## config.mk

```make
export PLATFORM = sky130hd
export DESIGN_NAME = local_extrema_tracker
export DESIGN_NICKNAME = d
export VERILOG_FILES = /design/src/rtl/lext_pkg.sv /design/src/rtl/lext_core.sv /design/src/rtl/lext_queue.sv /design/src/rtl/local_extrema_tracker.sv
export SDC_FILE = /design/constraint.sdc
export NUM_CORES = 1
export LEC_CHECK = 0
export BUFFER_PORTS_ARGS = -buffer_cell sky130_fd_sc_hd__buf_2
export CORE_ASPECT_RATIO = 0.5
export CORE_UTILIZATION = 68
export CTS_BUF_LIST = sky130_fd_sc_hd__clkbuf_2 sky130_fd_sc_hd__clkbuf_4 sky130_fd_sc_hd__clkbuf_8
export DETAILED_ROUTE_END_ITERATION = 10
export PLACE_DENSITY = 0.88
export SKIP_LAST_GASP = 1
export SYNTH_ARGS = -nofsm -noshare
export SYNTH_HDL_FRONTEND = slang
export SYNTH_SLANG_ARGS = --single-unit
```

## constraint.sdc

```tcl
create_clock -name clk -period 12.44 [get_ports clk]
set_input_delay 3.732 -clock clk [delete_from_list [all_inputs] [get_ports clk]]
set_output_delay 3.732 -clock clk [all_outputs]
set_load 0.005 [all_outputs]
```

## src/rtl/lext_pkg.sv

```systemverilog
`timescale 1ns / 1ps
`default_nettype none

package lext_pkg;

    localparam int SAMPLE_BITS_DEF   = 16;
    localparam int POSITION_BITS_DEF = 16;

    // depth of the result queue; the input side needs two free slots
    localparam int QUEUE_DEPTH = 4;

    // extremum kind codes
    localparam logic KIND_MAX = 1'b0;
    localparam logic KIND_MIN = 1'b1;

    // sequence phase codes
    localparam logic [1:0] PH_FIRST  = 2'd0;
    localparam logic [1:0] PH_SECOND = 2'd1;
    localparam logic [1:0] PH_RUN    = 2'd2;

    // results produced by one accepted sample
    typedef struct packed {
        logic first;   // slot 0 holds a result
        logic second;  // slot 1 holds a result (final one after a turn)
    } push_t;

endpackage : lext_pkg

`default_nettype wire

```

## src/rtl/lext_core.sv

```systemverilog
`timescale 1ns / 1ps
`default_nettype none

module lext_core
    import lext_pkg::*;
#(
    parameter int SAMPLE_BITS   = SAMPLE_BITS_DEF,
    parameter int POSITION_BITS = POSITION_BITS_DEF
)
(
    input  wire logic                            clk,
    input  wire logic                            rst_n,
    input  wire logic                            in_fire,
    input  wire logic signed [SAMPLE_BITS-1:0]   sample,
    input  wire logic                            last_sample,
    output push_t                                push,
    output logic                                 res_kind  [2],
    output logic signed [SAMPLE_BITS-1:0]        res_value [2],
    output logic        [POSITION_BITS-1:0]      res_pos   [2],
    output logic                                 res_end   [2]
);

    localparam logic [POSITION_BITS-1:0] POS_MAX = {POSITION_BITS{1'b1}};

    logic signed [SAMPLE_BITS-1:0]   held_value_reg, held_value_next;
    logic        [POSITION_BITS-1:0] held_pos_reg, held_pos_next;
    logic                            rising_reg, rising_next;
    logic        [POSITION_BITS-1:0] count_reg, count_next;
    logic        [1:0]               phase_reg, phase_next;

    logic signed [SAMPLE_BITS-1:0]   upd_value;
    logic        [POSITION_BITS-1:0] upd_pos;
    logic                            dir;
    logic                            upd_rising;
    logic                            turn;
    logic                            higher;
    logic                            lower;

    assign higher = (sample > held_value_reg);
    assign lower  = (sample < held_value_reg);

    always_comb
    begin
        upd_value  = held_value_reg;
        upd_pos    = held_pos_reg;
        turn       = 1'b0;
        dir        = (phase_reg == PH_SECOND) ? !lower : rising_reg;
        upd_rising = dir;
        // follow the running top or bottom, turn on a strict reversal
        if ((dir && higher) || (!dir && lower))
        begin
            upd_value = sample;
            upd_pos   = count_reg;
        end
        else if ((dir && lower) || (!dir && higher))
        begin
            turn       = 1'b1;
            upd_value  = sample;
            upd_pos    = count_reg;
            upd_rising = !dir;
        end
    end

    always_comb
    begin
        held_value_next = held_value_reg;
        held_pos_next   = held_pos_reg;
        rising_next     = rising_reg;
        phase_next      = phase_reg;
        count_next      = (count_reg == POS_MAX) ? count_reg : count_reg + 1'b1;
        push            = '0;
        res_kind[0]     = KIND_MAX;
        res_value[0]    = held_value_reg;
        res_pos[0]      = held_pos_reg;
        res_end[0]      = 1'b0;
        res_kind[1]     = upd_rising ? KIND_MAX : KIND_MIN;
        res_value[1]    = upd_value;
        res_pos[1]      = upd_pos;
        res_end[1]      = 1'b1;

        if (!in_fire)
        begin
            count_next = count_reg;
        end
        else if (phase_reg == PH_FIRST)
        begin
            held_value_next = sample;
            held_pos_next   = count_reg;
            phase_next      = PH_SECOND;
            if (last_sample)
            begin
                push.first   = 1'b1;
                res_kind[0]  = KIND_MAX;
                res_value[0] = sample;
                res_pos[0]   = count_reg;
                res_end[0]   = 1'b1;
            end
        end
        else
        begin
            held_value_next = upd_value;
            held_pos_next   = upd_pos;
            rising_next     = upd_rising;
            phase_next      = PH_RUN;
            if (turn)
            begin
                push.first  = 1'b1;
                res_kind[0] = dir ? KIND_MAX : KIND_MIN;
                push.second = last_sample;
            end
            else if (last_sample)
            begin
                push.first   = 1'b1;
                res_kind[0]  = res_kind[1];
                res_value[0] = upd_value;
                res_pos[0]   = upd_pos;
                res_end[0]   = 1'b1;
            end
        end

        // drop all state at the end of a sequence
        if (in_fire && last_sample)
        begin
            held_value_next = '0;
            held_pos_next   = '0;
            rising_next     = 1'b1;
            count_next      = '0;
            phase_next      = PH_FIRST;
        end
    end

    always_ff @(posedge clk or negedge rst_n)
    begin
        if (!rst_n)
        begin
            held_value_reg <= '0;
            held_pos_reg   <= '0;
            rising_reg     <= 1'b1;
            count_reg      <= '0;
            phase_reg      <= PH_FIRST;
        end
        else
        begin
            held_value_reg <= held_value_next;
            held_pos_reg   <= held_pos_next;
            rising_reg     <= rising_next;
            count_reg      <= count_next;
            phase_reg      <= phase_next;
        end
    end

    a_end_clears: assert property (@(posedge clk) disable iff (!rst_n)
        in_fire && last_sample |=> phase_reg == PH_FIRST && count_reg == '0)
        else $error("state not cleared after last sample");

    a_second_is_final: assert property (@(posedge clk) disable iff (!rst_n)
        push.second |-> push.first && !res_end[0] && res_end[1])
        else $error("two results without a turn followed by the final one");

    a_push_needs_beat: assert property (@(posedge clk) disable iff (!rst_n)
        push.first |-> in_fire)
        else $error("result produced without an input beat");

endmodule : lext_core

`default_nettype wire

```

## src/rtl/lext_queue.sv

```systemverilog
`timescale 1ns / 1ps
`default_nettype none

module lext_queue
    import lext_pkg::*;
#(
    parameter int SAMPLE_BITS   = SAMPLE_BITS_DEF,
    parameter int POSITION_BITS = POSITION_BITS_DEF
)
(
    input  wire logic                            clk,
    input  wire logic                            rst_n,
    input  wire push_t                           push,
    input  wire logic                            res_kind  [2],
    input  wire logic signed [SAMPLE_BITS-1:0]   res_value [2],
    input  wire logic        [POSITION_BITS-1:0] res_pos   [2],
    input  wire logic                            res_end   [2],
    output logic                                 space_ok,
    output logic                                 out_valid,
    input  wire logic                            out_ready,
    output logic                                 extremum_kind,
    output logic signed [SAMPLE_BITS-1:0]        extremum_value,
    output logic        [POSITION_BITS-1:0]      extremum_position,
    output logic                                 sequence_end
);

    localparam int ENTRY_BITS = SAMPLE_BITS + POSITION_BITS + 2;
    localparam int PTR_BITS   = $clog2(QUEUE_DEPTH);
    localparam int CNT_BITS   = $clog2(QUEUE_DEPTH + 1);
    localparam logic [CNT_BITS-1:0] CNT_FULL  = CNT_BITS'(QUEUE_DEPTH);
    localparam logic [CNT_BITS-1:0] CNT_LIMIT = CNT_BITS'(QUEUE_DEPTH - 2);

    logic [ENTRY_BITS-1:0] mem [QUEUE_DEPTH];
    logic [PTR_BITS-1:0]   wr_ptr_reg, wr_ptr_next;
    logic [PTR_BITS-1:0]   rd_ptr_reg, rd_ptr_next;
    logic [CNT_BITS-1:0]   count_reg, count_next;
    logic [ENTRY_BITS-1:0] entry0, entry1, head;
    logic                  pop;
    logic [PTR_BITS-1:0]   wr_ptr_b;

    assign entry0   = {res_kind[0], res_value[0], res_pos[0], res_end[0]};
    assign entry1   = {res_kind[1], res_value[1], res_pos[1], res_end[1]};
    assign wr_ptr_b = wr_ptr_reg + 1'b1;
    assign pop      = out_valid && out_ready;

    assign space_ok  = (count_reg <= CNT_LIMIT);
    assign out_valid = (count_reg != '0);
    assign head      = mem[rd_ptr_reg];

    assign extremum_kind     = head[ENTRY_BITS-1];
    assign extremum_value    = head[ENTRY_BITS-2 -: SAMPLE_BITS];
    assign extremum_position = head[POSITION_BITS:1];
    assign sequence_end      = head[0];

    always_comb
    begin
        wr_ptr_next = wr_ptr_reg;
        if (push.second)
        begin
            wr_ptr_next = wr_ptr_reg + 2'(2);
        end
        else if (push.first)
        begin
            wr_ptr_next = wr_ptr_b;
        end
        rd_ptr_next = pop ? rd_ptr_reg + 1'b1 : rd_ptr_reg;
        count_next  = count_reg + CNT_BITS'(push.first) + CNT_BITS'(push.second)
                      - CNT_BITS'(pop);
    end

    always_ff @(posedge clk)
    begin
        if (push.first)
        begin
            mem[wr_ptr_reg] <= entry0;
        end
        if (push.second)
        begin
            mem[wr_ptr_b] <= entry1;
        end
    end

    always_ff @(posedge clk or negedge rst_n)
    begin
        if (!rst_n)
        begin
            wr_ptr_reg <= '0;
            rd_ptr_reg <= '0;
            count_reg  <= '0;
        end
        else
        begin
            wr_ptr_reg <= wr_ptr_next;
            rd_ptr_reg <= rd_ptr_next;
            count_reg  <= count_next;
        end
    end

    a_no_overflow: assert property (@(posedge clk) disable iff (!rst_n)
        count_reg <= CNT_FULL)
        else $error("result queue overflow");

    a_push_has_room: assert property (@(posedge clk) disable iff (!rst_n)
        push.first |-> space_ok)
        else $error("push into result queue without two free slots");

    a_ptr_distance: assert property (@(posedge clk) disable iff (!rst_n)
        count_reg != CNT_FULL |-> PTR_BITS'(wr_ptr_reg - rd_ptr_reg)
                                  == PTR_BITS'(count_reg))
        else $error("queue pointers disagree with fill count");

endmodule : lext_queue

`default_nettype wire

```

## src/rtl/local_extrema_tracker.sv

```systemverilog
`timescale 1ns / 1ps
`default_nettype none

// Channel  Direction  Handshake            Payload
// in       input      in_valid / in_ready  sample, last_sample
// out      output     out_valid/out_ready  extremum_kind, extremum_value,
//                                          extremum_position, sequence_end
//
// One sample per cycle while in_ready is high: compares and state update sit
// between the input port and a four-entry result queue.
// A sample yields zero, one or two results; in_ready is high while the
// queue has two free slots, so a stalled output side throttles input.
// Results are registered into the queue when the sample is accepted and leave it in order.
// Reset (rst_n low) empties the queue and returns to awaiting a first sample.

module local_extrema_tracker
    import lext_pkg::*;
#(
    parameter int SAMPLE_BITS   = SAMPLE_BITS_DEF,
    parameter int POSITION_BITS = POSITION_BITS_DEF
)
(
    input  wire logic                            clk,
    input  wire logic                            rst_n,
    input  wire logic                            in_valid,
    output logic                                 in_ready,
    input  wire logic signed [SAMPLE_BITS-1:0]   sample,
    input  wire logic                            last_sample,
    output logic                                 out_valid,
    input  wire logic                            out_ready,
    output logic                                 extremum_kind,
    output logic signed [SAMPLE_BITS-1:0]        extremum_value,
    output logic        [POSITION_BITS-1:0]      extremum_position,
    output logic                                 sequence_end
);

    push_t                           push;
    logic                            res_kind  [2];
    logic signed [SAMPLE_BITS-1:0]   res_value [2];
    logic        [POSITION_BITS-1:0] res_pos   [2];
    logic                            res_end   [2];
    logic                            in_fire;

    assign in_fire = in_valid && in_ready;

    lext_core #(
        .SAMPLE_BITS   (SAMPLE_BITS),
        .POSITION_BITS (POSITION_BITS)
    ) u_core (
        .clk         (clk),
        .rst_n       (rst_n),
        .in_fire     (in_fire),
        .sample      (sample),
        .last_sample (last_sample),
        .push        (push),
        .res_kind    (res_kind),
        .res_value   (res_value),
        .res_pos     (res_pos),
        .res_end     (res_end)
    );

    lext_queue #(
        .SAMPLE_BITS   (SAMPLE_BITS),
        .POSITION_BITS (POSITION_BITS)
    ) u_queue (
        .clk               (clk),
        .rst_n             (rst_n),
        .push              (push),
        .res_kind          (res_kind),
        .res_value         (res_value),
        .res_pos           (res_pos),
        .res_end           (res_end),
        .space_ok          (in_ready),
        .out_valid         (out_valid),
        .out_ready         (out_ready),
        .extremum_kind     (extremum_kind),
        .extremum_value    (extremum_value),
        .extremum_position (extremum_position),
        .sequence_end      (sequence_end)
    );

endmodule : local_extrema_tracker

`default_nettype wire

```

==> results.cfg <==
[power_and_ir_drop]
p_seq_frac = 0.434
pwr-share-clk = 0.199
p_comb_frac = 0.368
p_int_w = 0.00130
p_sw_w = 0.000847
p_leak_nw = 3.82
swShare = 0.395
vdd_drop_max_mv = 0.105
cellPowerDensity_mw_per_mm2 = 200

[sta]
slew_headroom = 0.296
setup_viol = 0
worst_pin_slew_ns = 1.06
fmax_ghz = 0.135
hold_violations = 0
period_needed_ns = 7.41
layout_setup_ws_ns = 5.03
final.setup.tns_ns = 0
skew_ns = 0.0221
period_share = 0.595
rsz0062_at_grt = no
slew_violations = 0

[synth]
synth_area_mm2 = 0.00997
syn_inst = 732
synth_area_leaders = edfxtp_1, dfrtp_1, a32o_1
synth_nets = 782
ys_ff_latch = 194
yosys.area.top_type = edfxtp_1
synth_cell_types = 60
synth_edf_count = 132
async_flop_share = 0.299
synth_top_area_frac = 0.398
synth.avg_cell_area_um2 = 13.6
synth_seq_area_share = 0.551
synth_warnings = 0
synth-main-ff-cell = edfxtp_1

[setup_path]
cp-end-kind = register
cp-start-kind = input port
path_class = input port to register
cp.arrival_ns = 7.76
reg2reg_depth = 14
reg2reg_setup_slack_ns = 7.96
rr_startpoint = u_core.held_value_reg[15]
worstPathRequired_ns = 12.80
crit_fanout = 20
r2r_end = u_queue.count_reg[1]

[detailed_routing]
drt_pass1_iterations = 6
vias_per_cell = 7.78
final_antenna_net_count = 0
wl_per_cell_um = 27.1
wl_mm = 25.8
drc = 0
first_iter_violations = 1175
num_vias = 7402

[clock_tree]
cts_tree = done
ctsResizeCount = 0
htreeDepth = 4
clk_pin_slew_ns = 0.10
clk_path_buf_depth = 2
post_cts_buffers = 0
clkLatencyLatePin_ns = 0.49
holdBufCountCts = 0
cts_buffers = 17
cts_num_sinks = 194
root_buffer = clkbuf_8

[place]
dp_slack_ns = 4.61
portBuffers = 56
routabilityCongestion = 0.868
hpwl_mm = 14.7
dp.cells = 920

[final_layout]
fin_cells = 952
final_cell_mix = edfxtp_1, a32o_1, buf_2, dfrtp_1, inv_1
finish.utilization = 0.770
largest_register = u_queue.mem
nNetsFinal = 797
areaGrowthSynthToFinish_pct = 7.54
n_antenna_cell = 0
drive_above_1_share = 0.224
largest_reg_flops = 136
mostFrequentLayoutCell = edfxtp_1

[die]
rows = 30
core-area_mm2 = 0.0139
die_area_mm2 = 0.0152
initial_core_util = 0.716
die_w_um = 173
io_pins = 57
chipHeight_um = 87.6

[grt]
antenna_found_initial = 0
grt_pass1_wl_mm = 40.4
grt_pass1_vias = 7180
grt_max_degree = 101
grt_usage = 0.356
grt.overflow.total = 0

[flow_run]
maxCapViolations = 0

[worst_hold_path]
min_path_cells = 1
min_from = u_core.held_value_reg[15]
hold_class = register to register
min_delay_worst_endpoint = u_core.held_value_reg[15]

[run_status]
outcome = complete, no violations
## final cells by class
cell class	count	area (um^2)
flip-flops and latches	194	5500
multi-input cells	425	4040
fillers	831	3210
repair buffers	72	400
well taps	192	240
clock buffers	17	234
clock inverters	15	169
inverters	37	139
## cells by family (layout without fill, tap and decap cells)
logic type	after synthesis	count (layout)	share of synthesized area
compound gates	241	241	0.210
flops	194	194	0.551
buf+inv	113	141	0.0513
simple gates	100	100	0.0502
mux	39	39	0.0841
fa+ha+maj	29	29	0.0379
xor+xnor	16	16	0.0148
## power by group through the flow
stage / combinational [W] / clock [W] / sequential, W
2_1_floorplan: 0.000574 / 0 / 0.000877
3_3_place_gp: 0.000740 / 0 / 0.000927
3_5_place_dp: 0.000769 / 0 / 0.000936
4_1_cts: 0.000781 / 0.000420 / 0.000924
5_1_grt: 0.000848 / 0.000445 / 0.000942
6_report: 0.000789 / 0.000426 / 0.000930
## per-layer routing
layer	wire [um]	track usage	up-vias
li1	-	-	3040
met1	9930	0.497	3718
met2	12000	0.558	571
met3	3210	0.0859	73
met4	637	0.137	0
met5	0	0	-
## Yosys cell counts, drive strengths merged, types with 2 or more instances
| master | n |
|---|---|
| o211ai | 7 |
| o2111a | 4 |
| nor4 | 4 |
| o2111ai | 5 |
| inv | 37 |
| nor3 | 5 |
| xnor2 | 8 |
| mux2 | 2 |
| edfxtp | 132 |
| mux2i | 3 |
| fa | 2 |
| a32oi | 2 |
| a32o | 124 |
| ha | 27 |
| o21ai | 28 |
| nand4 | 7 |
| and3 | 9 |
| nand2 | 26 |
| a22o | 28 |
| a31o | 2 |
| a221o | 2 |
| buf | 28 |
| dfxtp | 4 |
| nor2 | 23 |
| nand3 | 13 |
| xor2 | 8 |
| clkbuf | 48 |
| a22oi | 5 |
| o221ai | 2 |
| o21a | 2 |
| a31oi | 2 |
| mux4 | 34 |
| o22ai | 6 |
| o211a | 2 |
| or3 | 4 |
| a21oi | 17 |
| and2 | 4 |
| dfrtp | 57 |
## worst max-delay path: stages
cell     delay [ns]
buf_2          0.12
ha_1           0.54
nand4_2        0.23
nor3_1         0.27
a221o_1        0.52
mux2i_4        0.33
o21ai_1        0.10
buf_4          0.21
o21a_1         0.21
inv_1          0.29
ha_1           0.31
fa_1           0.37
inv_1          0.10
fa_1           0.42
## metrics by stage
stage                     power, W  hold slack (ns)  area [um^2]
after floorplan            0.00145            0.487         9970
after global placement     0.00167            0.509        10300
after detailed placement   0.00171            0.514        10300
after CTS                  0.00212            0.539        10700
after global routing       0.00224            0.580        10700
final                      0.00214            0.550        10700
## worst max-delay path by stage
stage,startpoint,endpoint,slack [ns]
6_report,sample[15],u_queue.count_reg[1],5.03
5_1_grt,sample[15],u_queue.count_reg[1],4.83
4_1_cts,sample[15],u_queue.count_reg[1],5.07
3_5_place_dp,sample[15],u_queue.count_reg[1],4.61
3_3_place_gp,sample[15],u_queue.count_reg[1],4.86
2_1_floorplan,sample[15],u_queue.mem[0][10],4.00
No activity file was read; power rests on OpenSTA's default activity.
